[config.mk]
export PLATFORM = sky130hd
export DESIGN_NAME = hex_dump_text_to_binary_core
export DESIGN_NICKNAME = d
export VERILOG_FILES = /design/src/rtl/hdt_pkg.sv /design/src/rtl/hdt_ram.sv /design/src/rtl/hex_dump_text_to_binary_core.sv
export SDC_FILE = /design/constraint.sdc
export NUM_CORES = 1
export LEC_CHECK = 0
export ABC_AREA = 1
export BUFFER_PORTS_ARGS = -buffer_cell sky130_fd_sc_hd__buf_2
export CAP_MARGIN = 20
export CORE_AREA = 2 2 241 243
export DETAILED_ROUTE_END_ITERATION = 16
export DIE_AREA = 0 0 243 245
export PLACE_DENSITY = 0.8
export REMOVE_ABC_BUFFERS = 1
export SLEW_MARGIN = 20
export SYNTH_ARGS = -nofsm -noshare
export SYNTH_HDL_FRONTEND = slang
export SYNTH_SLANG_ARGS = --single-unit
[constraint.sdc]
create_clock -name clock -period 9.7 [get_ports clock]
set_clock_uncertainty 0.1 [all_clocks]
set_input_delay 0.485 -clock clock [delete_from_list [all_inputs] [get_ports clock]]
set_output_delay 0.485 -clock clock [all_outputs]
set_load 0.02 [all_outputs]
[src/rtl/hdt_pkg.sv]
// Shared constants, types and the hex digit decoder for the hex dump text decoder.
package hdt_pkg;

   // Line buffer geometry
   localparam int LINE_CAPACITY  = 80;
   localparam int ADDR_W         = $clog2(LINE_CAPACITY);
   localparam int CHAR_W         = 8;

   // Offset field: eight uppercase hex digits
   localparam int NIB_W          = 4;
   localparam int OFS_DIGITS     = 8;
   localparam int OFS_IDX_W      = $clog2(OFS_DIGITS);
   localparam int OFS_W          = OFS_DIGITS * NIB_W;
   localparam int INDEX_W        = OFS_W - NIB_W;

   // Data pairs on one line
   localparam int BYTES_PER_LINE = 16;
   localparam int BYTE_IDX_W     = $clog2(BYTES_PER_LINE);
   localparam int COUNT_W        = BYTE_IDX_W + 1;
   localparam int FIRST_COL      = 11;
   localparam int PAIR_STEP      = 3;
   localparam int GROUP_STEP     = 5;
   localparam int HALF_BYTES     = BYTES_PER_LINE / 2;
   localparam int MIN_FULL_LEN   = LINE_CAPACITY - BYTES_PER_LINE;

   // Result kinds
   localparam int KIND_W = 2;
   localparam logic [KIND_W-1:0] KIND_DATA       = 2'd0;
   localparam logic [KIND_W-1:0] KIND_OFFSET_ERR = 2'd1;
   localparam logic [KIND_W-1:0] KIND_LONG_ERR   = 2'd2;

   // Special characters
   localparam logic [CHAR_W-1:0] CH_NUL = 8'h00;
   localparam logic [CHAR_W-1:0] CH_LF  = 8'h0A;
   localparam logic [CHAR_W-1:0] CH_CR  = 8'h0D;
   localparam logic [CHAR_W-1:0] BAD_BYTE = 8'hFF;

   // Sequencer states
   typedef enum logic [3:0] {
      ST_IDLE,
      ST_OFS_RD,
      ST_OFS_USE,
      ST_CHECK,
      ST_ERR,
      ST_HI_RD,
      ST_HI_USE,
      ST_LO_USE,
      ST_HALT
   } state_type;

   // Decoded digit: bit 4 flags a non-digit, bits 3:0 hold the value
   typedef logic [NIB_W:0] digit_type;

   function automatic digit_type hex_digit(input logic [CHAR_W-1:0] ch);
      digit_type d;
      d = {1'b1, {NIB_W{1'b0}}};
      if (ch inside {["0":"9"]}) begin
         d = {1'b0, NIB_W'(ch - 8'h30)};
      end else if (ch inside {["A":"F"]}) begin
         d = {1'b0, NIB_W'(ch - 8'h37)};
      end
      return d;
   endfunction

endpackage

[src/rtl/hdt_ram.sv]
// Generic single-port RAM with registered read data.
module hdt_ram #(
   parameter int WIDTH = 8,
   parameter int DEPTH = 80
) (
   input  logic                     clock,
   input  logic                     we,
   input  logic [$clog2(DEPTH)-1:0] addr,
   input  logic [WIDTH-1:0]         wdata,
   output logic [WIDTH-1:0]         rdata
);

   logic [WIDTH-1:0] mem [DEPTH];

   // Write, then register the read word
   always_ff @(posedge clock) begin
      if (we) begin
         mem[addr] <= wdata;
      end
      rdata <= mem[addr];
   end

endmodule

[src/rtl/hex_dump_text_to_binary_core.sv]
// Hex dump text to binary: line buffer, offset check and pair decoding sequencer.
// Characters are taken one per cycle while idle and the output is free.
// At line end the sequencer reads the 8 offset characters through the line RAM
// with a read and a use state each, compares the offset, then decodes up to 16
// data bytes with a read and two use states each, waiting on a full output.
// The single RAM port and the one shared digit decoder set this sequence.
// Synchronous active-high reset clears the line, the line count and the halt.
module hex_dump_text_to_binary_core (
   input  logic                          clock,
   input  logic                          reset,
   input  logic                          req_tvalid,
   output logic                          req_tready,
   input  logic [hdt_pkg::CHAR_W-1:0]    req_tdata,   // text_char
   input  logic                          req_tlast,   // final_char
   output logic                          rsp_tvalid,
   input  logic                          rsp_tready,
   output logic [hdt_pkg::CHAR_W-1:0]    rsp_tdata,   // data_byte
   output logic [hdt_pkg::KIND_W-1:0]    rsp_tuser,   // kind
   output logic                          rsp_tlast    // run_last
);

   import hdt_pkg::*;

   state_type                 state_ff, state_in;
   logic [ADDR_W-1:0]         len_ff, len_in;
   logic [ADDR_W-1:0]         eff_ff, eff_in;
   logic                      zero_ff, zero_in;
   logic [OFS_IDX_W-1:0]      idx_ff, idx_in;
   logic [OFS_W-1:0]          acc_ff, acc_in;
   logic [INDEX_W-1:0]        index_ff, index_in;
   logic [COUNT_W-1:0]        count_ff, count_in;
   logic [BYTE_IDX_W-1:0]     k_ff, k_in;
   logic [ADDR_W-1:0]         col_ff, col_in;
   digit_type                 hi_ff, hi_in;

   logic                      out_valid_ff;
   logic [KIND_W-1:0]         out_kind_ff;
   logic [CHAR_W-1:0]         out_byte_ff;
   logic                      out_last_ff;

   logic                      out_load;
   logic [KIND_W-1:0]         load_kind;
   logic [CHAR_W-1:0]         load_byte;
   logic                      load_last;
   logic                      out_free;

   logic                      ram_we;
   logic [ADDR_W-1:0]         ram_addr;
   logic [CHAR_W-1:0]         ram_rdata;
   digit_type                 dig;

   logic                      accept;
   logic                      is_store;
   logic                      is_end;
   logic                      is_nul;
   logic [ADDR_W-1:0]         col_next;
   logic                      byte_last;

   hdt_ram #(
      .WIDTH (CHAR_W),
      .DEPTH (LINE_CAPACITY)
   ) u_line_ram (
      .clock (clock),
      .we    (ram_we),
      .addr  (ram_addr),
      .wdata (req_tdata),
      .rdata (ram_rdata)
   );

   // Shared digit decoder on the RAM read word
   assign dig = hex_digit(ram_rdata);

   assign accept    = req_tvalid && req_tready;
   assign is_store  = (req_tdata != CH_LF) && (req_tdata != CH_CR);
   assign is_end    = (req_tdata == CH_LF) || req_tlast;
   assign is_nul    = is_store && (req_tdata == CH_NUL);
   assign out_free  = !out_valid_ff || rsp_tready;
   assign col_next  = col_ff + ADDR_W'(1);
   assign byte_last = ({1'b0, k_ff} + COUNT_W'(1)) == count_ff;

   // Sequencer: next state, RAM port and result load
   always_comb begin
      state_in   = state_ff;
      len_in     = len_ff;
      eff_in     = eff_ff;
      zero_in    = zero_ff;
      idx_in     = idx_ff;
      acc_in     = acc_ff;
      index_in   = index_ff;
      count_in   = count_ff;
      k_in       = k_ff;
      col_in     = col_ff;
      hi_in      = hi_ff;
      ram_we     = 1'b0;
      ram_addr   = len_ff;
      req_tready = 1'b0;
      out_load   = 1'b0;
      load_kind  = KIND_DATA;
      load_byte  = CH_NUL;
      load_last  = 1'b1;

      case (state_ff)
         ST_IDLE: begin
            req_tready = out_free;
            if (accept) begin
               if (is_store && (len_ff >= ADDR_W'(LINE_CAPACITY - 1))) begin
                  out_load  = 1'b1;
                  load_kind = KIND_LONG_ERR;
                  state_in  = ST_HALT;
               end else begin
                  if (is_store) begin
                     ram_we = 1'b1;
                     len_in = len_ff + ADDR_W'(1);
                  end
                  if (is_nul && !zero_ff) begin
                     zero_in = 1'b1;
                     eff_in  = len_ff;
                  end
                  if (is_end) begin
                     len_in   = '0;
                     zero_in  = 1'b0;
                     idx_in   = '0;
                     acc_in   = '0;
                     state_in = ST_OFS_RD;
                     if (zero_ff) begin
                        eff_in = eff_ff;
                     end else if (is_nul) begin
                        eff_in = len_ff;
                     end else begin
                        eff_in = len_ff + ADDR_W'(is_store);
                     end
                  end
               end
            end
         end

         ST_OFS_RD: begin
            ram_addr = ADDR_W'(idx_ff);
            state_in = ST_OFS_USE;
         end

         // Shift one offset digit in, or fail on a bad or missing one
         ST_OFS_USE: begin
            ram_addr = ADDR_W'(idx_ff);
            if (dig[NIB_W] || (ADDR_W'(idx_ff) >= eff_ff)) begin
               state_in = ST_ERR;
            end else begin
               acc_in = {acc_ff[OFS_W-NIB_W-1:0], dig[NIB_W-1:0]};
               idx_in = idx_ff + OFS_IDX_W'(1);
               if (idx_ff == OFS_IDX_W'(OFS_DIGITS - 1)) begin
                  state_in = ST_CHECK;
               end else begin
                  state_in = ST_OFS_RD;
               end
            end
         end

         ST_CHECK: begin
            if (acc_ff == {index_ff, {NIB_W{1'b0}}}) begin
               index_in = index_ff + INDEX_W'(1);
               if (eff_ff >= ADDR_W'(MIN_FULL_LEN)) begin
                  count_in = COUNT_W'(eff_ff - ADDR_W'(MIN_FULL_LEN - 1));
                  k_in     = '0;
                  col_in   = ADDR_W'(FIRST_COL);
                  state_in = ST_HI_RD;
               end else begin
                  state_in = ST_IDLE;
               end
            end else begin
               state_in = ST_ERR;
            end
         end

         ST_ERR: begin
            if (out_free) begin
               out_load  = 1'b1;
               load_kind = KIND_OFFSET_ERR;
               state_in  = ST_HALT;
            end
         end

         ST_HI_RD: begin
            ram_addr = col_ff;
            state_in = ST_HI_USE;
         end

         ST_HI_USE: begin
            ram_addr = col_next;
            hi_in    = dig;
            state_in = ST_LO_USE;
         end

         // Form one byte, then advance to the next pair or go idle after the last
         ST_LO_USE: begin
            ram_addr = col_next;
            if (out_free) begin
               out_load  = 1'b1;
               load_kind = KIND_DATA;
               load_last = byte_last;
               if (hi_ff[NIB_W] || dig[NIB_W] || (col_next >= eff_ff)) begin
                  load_byte = BAD_BYTE;
               end else begin
                  load_byte = {hi_ff[NIB_W-1:0], dig[NIB_W-1:0]};
               end
               if (byte_last) begin
                  state_in = ST_IDLE;
               end else begin
                  k_in     = k_ff + BYTE_IDX_W'(1);
                  state_in = ST_HI_RD;
                  if (k_ff == BYTE_IDX_W'(HALF_BYTES - 1)) begin
                     col_in = col_ff + ADDR_W'(GROUP_STEP);
                  end else begin
                     col_in = col_ff + ADDR_W'(PAIR_STEP);
                  end
               end
            end
         end

         // Drop everything until reset
         ST_HALT: begin
            req_tready = 1'b1;
         end

         default: begin
            state_in = ST_IDLE;
         end
      endcase
   end

   // Control registers
   always_ff @(posedge clock) begin
      if (reset) begin
         state_ff <= ST_IDLE;
         len_ff   <= '0;
         zero_ff  <= 1'b0;
         index_ff <= '0;
      end else begin
         state_ff <= state_in;
         len_ff   <= len_in;
         zero_ff  <= zero_in;
         index_ff <= index_in;
      end
   end

   // Working registers of the sequencer
   always_ff @(posedge clock) begin
      eff_ff   <= eff_in;
      idx_ff   <= idx_in;
      acc_ff   <= acc_in;
      count_ff <= count_in;
      k_ff     <= k_in;
      col_ff   <= col_in;
      hi_ff    <= hi_in;
   end

   // Output register: hold until taken
   always_ff @(posedge clock) begin
      if (reset) begin
         out_valid_ff <= 1'b0;
      end else if (out_load) begin
         out_valid_ff <= 1'b1;
      end else if (rsp_tready) begin
         out_valid_ff <= 1'b0;
      end
   end

   always_ff @(posedge clock) begin
      if (out_load) begin
         out_kind_ff <= load_kind;
         out_byte_ff <= load_byte;
         out_last_ff <= load_last;
      end
   end

   assign rsp_tvalid = out_valid_ff;
   assign rsp_tdata  = out_byte_ff;
   assign rsp_tuser  = out_kind_ff;
   assign rsp_tlast  = out_last_ff;

endmodule

Word level (Yosys, flattened, before mapping) --
Memories as Yosys holds them, arrays and structs flattened. A register that Yosys moved wholly into a read port is not among the register bits. Index checks and enable logic that the tools add are counted.
Operators by class: add/subtract/negate cells 12, multipliers 0, divide/modulo/power cells 0, magnitude comparators 8, equality and inequality tests 26, shift operators 0, multiplexer cells 61, bitwise operators 2, reduce and logical (&&, ||, !) cells 33
Operators with widths (count):
- $mux W32 | 4
- $mux W7 | 11
- $pmux W32 S2 | 1
- $mux W4 | 10
- $pmux W4 S9 | 1
- $eq A32 B32 Y1 | 1
- $add A28 B1 Y28 const B | 1
- $mux W3 | 7
- $pmux W7 S3 | 1
- $eq A4 B3 Y1 const B | 5
- $ne A2 B2 Y1 const B | 10
- $reduce_and A5 Y1 | 4
- $ne A8 B4 Y1 const B | 2
- $add A7 B1 Y7 const B | 2
- $ge A7 B7 Y1 const B | 2
- $mux W1 | 14
- $pmux W7 S2 | 1
- $mux W5 | 2
- $reduce_bool A2 Y1 | 5
- $eq A4 B2 Y1 const B | 2
- $eq A8 B4 Y1 const B | 1
- $ge A8 B6 Y1 const B | 1
- $ge A8 B7 Y1 const B | 1
- $le A8 B6 Y1 const B | 1
- other kinds (33) | 52
Word-level totals: register bits after elaboration 115, latch bits 0, memory bits (writable) 640, bits in read-only memories 0, input bits 13, output and inout port bits 13, word-level logic and storage cells 158, memories kept 1
Memory list:
- u_line_ram.mem | words 80, bits a word 8, rd ports 1, clocked after memory_dff 1, write ports 1, RTL line hdt_ram.sv:13 | logic [WIDTH-1:0] mem [DEPTH];

Longest topological paths before layout --
depth in word-level cells 8, depth in mapped cells 20, mapped depth without buffers 18

Cells and area by module --
Synthesis repeated with hierarchy kept, for this count alone.
Second synthesis, totals: cells, all modules 3500, area, all modules 34388.0 sq um
By module, submodules not included:
- hdt_ram | times used 1, cells each 2536, area an instance 27226.1 sq um, seq. area each 19378.6 sq um
- hex_dump_text_to_binary_core | times used 1, cells each 964, area an instance 7161.9 sq um, seq. area each 3042.9 sq um

Least setup slack after synthesis --
OpenSTA, ideal clock, no wires.
path kind reg-to-reg, start register state_ff[3], end register acc_ff[0] (enable), setup time 616 ps, arrival time 7070 ps, data required time 8984 ps, slack 1914 ps, cell stages (with the launch flop) 10, buffers on the path 0, clock period less this slack 7786 ps, path through dfxtp_1 -> nor2_1 -> inv_1 -> nor2_1 -> inv_1 -> o21ai_1 -> nand2_1 -> nand2_1 -> o21ai_0 -> a2111oi_0
Between the ends: longest elaborated chain between the ends 5, elaborated cells on any way between the ends 11, classes of those cells eq/ne: 6; mux: 1; reduce/logical: 4
Ends and longest elaborated chain:
- start: declaration | RTL line hex_dump_text_to_binary_core.sv:24 | state_type state_ff, state_in;
- start signal: assignment | RTL line hex_dump_text_to_binary_core.sv:238 | state_ff <= state_in;
- $eq A4 B4 Y1 / $logic_not A4 Y1 (equally long branches) | RTL line hex_dump_text_to_binary_core.sv:102 | case (state_ff)
- $pmux W1 S2 (*) | RTL line hex_dump_text_to_binary_core.sv:102
- net req_tready | RTL line hex_dump_text_to_binary_core.sv:12 | output logic req_tready,
- $logic_and A1 B1 Y1 (*) | RTL line hex_dump_text_to_binary_core.sv:73 | assign accept = req_tvalid && req_tready;
- $ne A2 B2 Y1 (no line) (*)
- $reduce_and A5 Y1 (no line) (*)
- end signal: assignment | RTL line hex_dump_text_to_binary_core.sv:249 | acc_ff <= acc_in;
- end: declaration | RTL line hex_dump_text_to_binary_core.sv:29 | logic [OFS_W-1:0] acc_ff, acc_in;
Mark *: on every way through the listed nets, which the timed path passes. The rest lies on a longest branch. A chain may end at the register's enable or synchronous reset.

Final worst setup path --
start register state_ff[3], end memory u_line_ram.mem[61][2] (enable)
Between the ends: longest elaborated chain between the ends 7, elaborated cells on any way between the ends 16, classes of those cells eq/ne: 6; mux: 6; reduce/logical: 4
Ends and longest elaborated chain:
- $eq A4 B4 Y1 / $logic_not A4 Y1 (equally long branches) | RTL line hex_dump_text_to_binary_core.sv:102
- $pmux W1 S2 | RTL line hex_dump_text_to_binary_core.sv:102
- $logic_and A1 B1 Y1 | RTL line hex_dump_text_to_binary_core.sv:73
- $mux W1 | RTL line hex_dump_text_to_binary_core.sv:105 | if (accept) begin
- $mux W1 | RTL line hex_dump_text_to_binary_core.sv:102
- $mux W1 | RTL line hdt_ram.sv:17 | if (we) begin
- $mux W1 (implied by the code) | RTL line hdt_ram.sv:18 | mem[addr] <= wdata;
- end: declaration | RTL line hdt_ram.sv:13
Several ways; a longest one is shown, not always the timed one.

==> results.txt <==
----------------------------------------------------
[Run status]
  Run status ... finished, final reports clean

[Floorplanning]
  Total core area ... 57000 sq um
  Num ports ... 26
  Die width ... 243 microns
  Floorplan row count ... 88
  Effective utilization at floorplan ... 0.592
  Die Span Y ... 245 microns
  Die area ... 59500 sq um

[Synth]
  Seq/Total Area, Yosys ... 0.664
  Post-Synthesis Cells ... 3380
  Synthesized area per cell ... 9.99 sq um
  Warning count from the yosys run ... 0
  Post-synth EDFFs ... 714
  Synthesized cell area ... 33800 sq um
  Number of different library cells in the post-synthesis netlist ... 49
  Top FF cell, synth ... sky130_fd_sc_hd__edfxtp_1
  Flops & latches, synth ... 763
  Ys async rst share ... 0

[Placement]
  Total instance count after detailed placement ... 4055
  Count of port buffers added during placement ... 25
  RD Place Congestion ... 0.953
  DP HPWL ... 47.5 mm
  Worst slack after detailed placement ... 4.14 ns

[STA]
  Actual transition at the worst max-transition pin ... 1.04 ns
  Highest clock frequency the design can meet ... 175 MHz
  Endpoints failing hold ... 0
  Post-route setup TNS ... 0 ns
  Number of failing setup endpoints in the final timing report ... 0
  RSZ-0062 raised after global routing ... no
  Fraction of the cycle the final worst path needs ... 0.588
  Setup slack of the critical path after layout ... 4.00 ns
  Final critical path time including I/O delays and setup ... 5.70 ns
  Max Transition Viols Final ... 0
  Worst relative slew slack ... 0.303

[Hold path]
  WHS Path Cells ... 4
  Min-delay worst type ... in -> reg
  Worst Hold Path EP ... zero_ff
  Hold Startpoint ... req_tdata[3]

[Setup path]
  Class of the most critical setup path ... reg -> reg
  Crit Reg-Reg Endpoint ... u_line_ram.mem[61][2]
  Internal reg-to-reg setup slack ... 4.00 ns
  CP endpoint kind ... register
  Kind of start point of the critical path ... register
  Critical path data required time ... 9.84 ns
  CP max FO ... 52
  Cells on worst reg2reg path ... 14
  Worst endpoint data arrival time ... 5.85 ns
  Beginning of the worst register-to-register path ... state_ff[3]

[Power and ir drop]
  Int Power ... 0.00596 W
  Worst IR Drop VDD ... 0.134 mV
  Proportion of power drawn by flip-flops and latches ... 0.437
  Power density cells ... 232 nW/um^2
  Relative contribution of combinational cells to total power ... 0.205
  Net switching power ... 0.00262 W
  Leakage power ... 14.5 nW
  Net switching fraction of the power ... 0.305
  Clock power share ... 0.358

[Detailed routing]
  Via density per instance ... 5.68
  Number of search-and-repair iterations in the first detailed-routing pass ... 5
  Initial DRC Count ... 2836
  # DRC ... 0
  Via count ... 23.8k
  Post-detailed-routing wire length ... 81.6 mm
  Antenna viol nets, final ... 0
  Average wire length per cell after detail routing ... 19.5 microns

[Clock network]
  Clock tree root driver cell ... sky130_fd_sc_hd__clkbuf_16
  Count of H-tree levels built during CTS ... 3
  Insertion delay of the later-clocked pin in the worst-skew pair ... 0.63 ns
  Worst-path clk slew ... 0.06 ns
  CTS tree ... done
  Number of buffers created by CTS ... 76
  Buffers inserted by post-CTS timing repair ... 0
  Number of buffers on the longest clock path ... 3
  TritonCTS sink count ... 763
  Hold-fix buffer count after cts ... 0
  Post-cts sizing count ... 0

[Cells and area]
  Antenna Cells ... 0
  Total area of multi-input combinational cells ... 10100 sq um
  Commonest non-fill, non-tap cell in the layout ... sky130_fd_sc_hd__nand2_1
  Number of nets in the layout ... 3407
  Commonest cells after routing, fill and taps aside ... sky130_fd_sc_hd__nand2_1, sky130_fd_sc_hd__edfxtp_1, sky130_fd_sc_hd__nor2_1
  Layout area overhead ... 9.57%
  Post-route core utilization ... 0.648
  Number of fill cells ... 4277
  Area taken by flip-flops and latches ... 22400 sq um
  Fraction of final layout cells sized beyond drive strength 1 ... 0.0601
  Number of standard cells in the layout, taps in and fillers out ... 4194

[Global route]
  Global-route usage over all layers ... 0.274
  Congestion Overflow GR ... 0
  Number of antenna violations at the first check in global routing ... 0
  Number of global-route vias before repair ... 22.7k
  Largest net degree at the start of global routing ... 139
  Global-route wire length before repair ... 126 mm

[Flow run]
  Number of violations of the max-capacitance limit ... 0

----------------------------------------------------
## final cells by class
cell class	count	share of cell area
multi-input combinational	2331	0.274
timing repair buffer	54	0.00947
sequential	763	0.606
tap	765	0.0259
clock buffer	93	0.0543
inverter	142	0.0145
clock inverter	46	0.0154
## critical path, stage by stage, from the launching register on
cell                      delay (ns)
sky130_fd_sc_hd__dfxtp_1        0.41
sky130_fd_sc_hd__nor2_1         0.12
sky130_fd_sc_hd__nand2_1        0.09
sky130_fd_sc_hd__buf_4          0.39
sky130_fd_sc_hd__nand2_1        0.16
sky130_fd_sc_hd__nand2_1        0.10
sky130_fd_sc_hd__nand3_1        0.11
sky130_fd_sc_hd__nor2_4         0.11
sky130_fd_sc_hd__buf_4          0.51
sky130_fd_sc_hd__buf_4          0.66
sky130_fd_sc_hd__inv_4          0.34
sky130_fd_sc_hd__buf_4          0.34
sky130_fd_sc_hd__nor2_8         0.45
sky130_fd_sc_hd__nand3_2        0.59
sky130_fd_sc_hd__nor2_1         0.80
## worst max-delay path by stage
stage / slack [ns] / startpoint / cells after the start / to
final: 4.00 / state_ff[3] / 14 / u_line_ram.mem[61][2]
after global routing: 3.70 / state_ff[3] / 10 / u_line_ram.mem[56][5]
after CTS: 4.14 / state_ff[3] / 14 / u_line_ram.mem[52][2]
after detailed placement: 4.14 / state_ff[3] / 14 / u_line_ram.mem[52][2]
after global placement: 4.27 / state_ff[3] / 14 / u_line_ram.mem[21][7]
after floorplan: 1.91 / state_ff[3] / 9 / acc_ff[0]
## synth_stat cells (3+ instances only)
cell type | count | area share
sky130_fd_sc_hd__nand2_1 | 1484 | 0.17
sky130_fd_sc_hd__edfxtp_1 | 714 | 0.64
sky130_fd_sc_hd__nor3_1 | 19 | 0.0028
sky130_fd_sc_hd__buf_1 | 5 | 0.00056
sky130_fd_sc_hd__xnor2_1 | 9 | 0.0023
sky130_fd_sc_hd__o21ai_1 | 15 | 0.0022
sky130_fd_sc_hd__a21oi_1 | 111 | 0.016
sky130_fd_sc_hd__nand2_2 | 3 | 0.00056
sky130_fd_sc_hd__nor2_1 | 278 | 0.031
sky130_fd_sc_hd__nor2_8 | 3 | 0.0018
sky130_fd_sc_hd__o21ai_0 | 60 | 0.0089
sky130_fd_sc_hd__a211oi_1 | 4 | 0.00089
sky130_fd_sc_hd__clkbuf_1 | 49 | 0.0054
sky130_fd_sc_hd__nand3_1 | 192 | 0.028
sky130_fd_sc_hd__ha_1 | 25 | 0.0093
sky130_fd_sc_hd__a31oi_1 | 5 | 0.00093
sky130_fd_sc_hd__nor2_4 | 3 | 0.0010
sky130_fd_sc_hd__o211ai_1 | 3 | 0.00067
sky130_fd_sc_hd__buf_2 | 85 | 0.013
sky130_fd_sc_hd__dfxtp_1 | 49 | 0.029
sky130_fd_sc_hd__xor2_1 | 41 | 0.011
sky130_fd_sc_hd__nor4_1 | 13 | 0.0024
sky130_fd_sc_hd__nor2_2 | 3 | 0.00056
sky130_fd_sc_hd__or2_2 | 5 | 0.00093
sky130_fd_sc_hd__inv_1 | 135 | 0.015
sky130_fd_sc_hd__buf_4 | 10 | 0.0022
sky130_fd_sc_hd__nand3_2 | 9 | 0.0027
sky130_fd_sc_hd__inv_2 | 5 | 0.00056
sky130_fd_sc_hd__nand4_1 | 19 | 0.0035
## power groups by stage
stage | Sequential (W) | Clock, W | Combinational (W)
6_report | 0.00375 | 0.00307 | 0.00176
5_1_grt | 0.00376 | 0.00323 | 0.00194
4_1_cts | 0.00375 | 0.00309 | 0.00173
3_5_place_dp | 0.00382 | 0 | 0.00171
3_3_place_gp | 0.00382 | 0 | 0.00167
2_1_floorplan | 0.00381 | 0 | 0.00121
## cells by family (layout without fill, tap and decap cells)
group                    Yosys count  after routing  share of synthesized area
XOR/XNOR                          50             50                     0.0130
adder cells (fa/ha/maj)           26             26                    0.00986
flip-flops                       763            763                      0.664
other                              1              8                   0.000111
AND/OR/NAND/NOR                 2035           2035                      0.242
AO/OA/AOI/OAI                    212            212                     0.0335
buffers and inverters            293            335                     0.0372
## metrics by stage
stage,power [W],cell area (sq um),hold slack [ns]
final,0.00859,37000,0.148
after global routing,0.00893,37000,0.171
after CTS,0.00857,37000,0.127
after detailed placement,0.00553,34400,0.350
after global placement,0.00549,34400,0.339
after floorplan,0.00502,33100,0.330
## state kept, by name (all words and copies together), names as in the netlist, 3 cells and up
register	flops
len_ff	7
rsp_tdata	8
state_ff	4
acc_ff	32
idx_ff	3
count_ff	5
col_ff	7
u_line_ram.rdata	8
eff_ff	7
u_line_ram.mem	640
index_ff	28
hi_ff	5
k_ff	4
## per-layer routing
layer | vias to the layer above | wire length [microns] | track usage
met5 | - | 0 | 0
met4 | 0 | 3060 | 0.119
met3 | 207 | 8170 | 0.0489
met2 | 1242 | 38700 | 0.448
met1 | 11200 | 31700 | 0.363
li1 | 11200 | - | -
(Power assumes the default switching activity.)
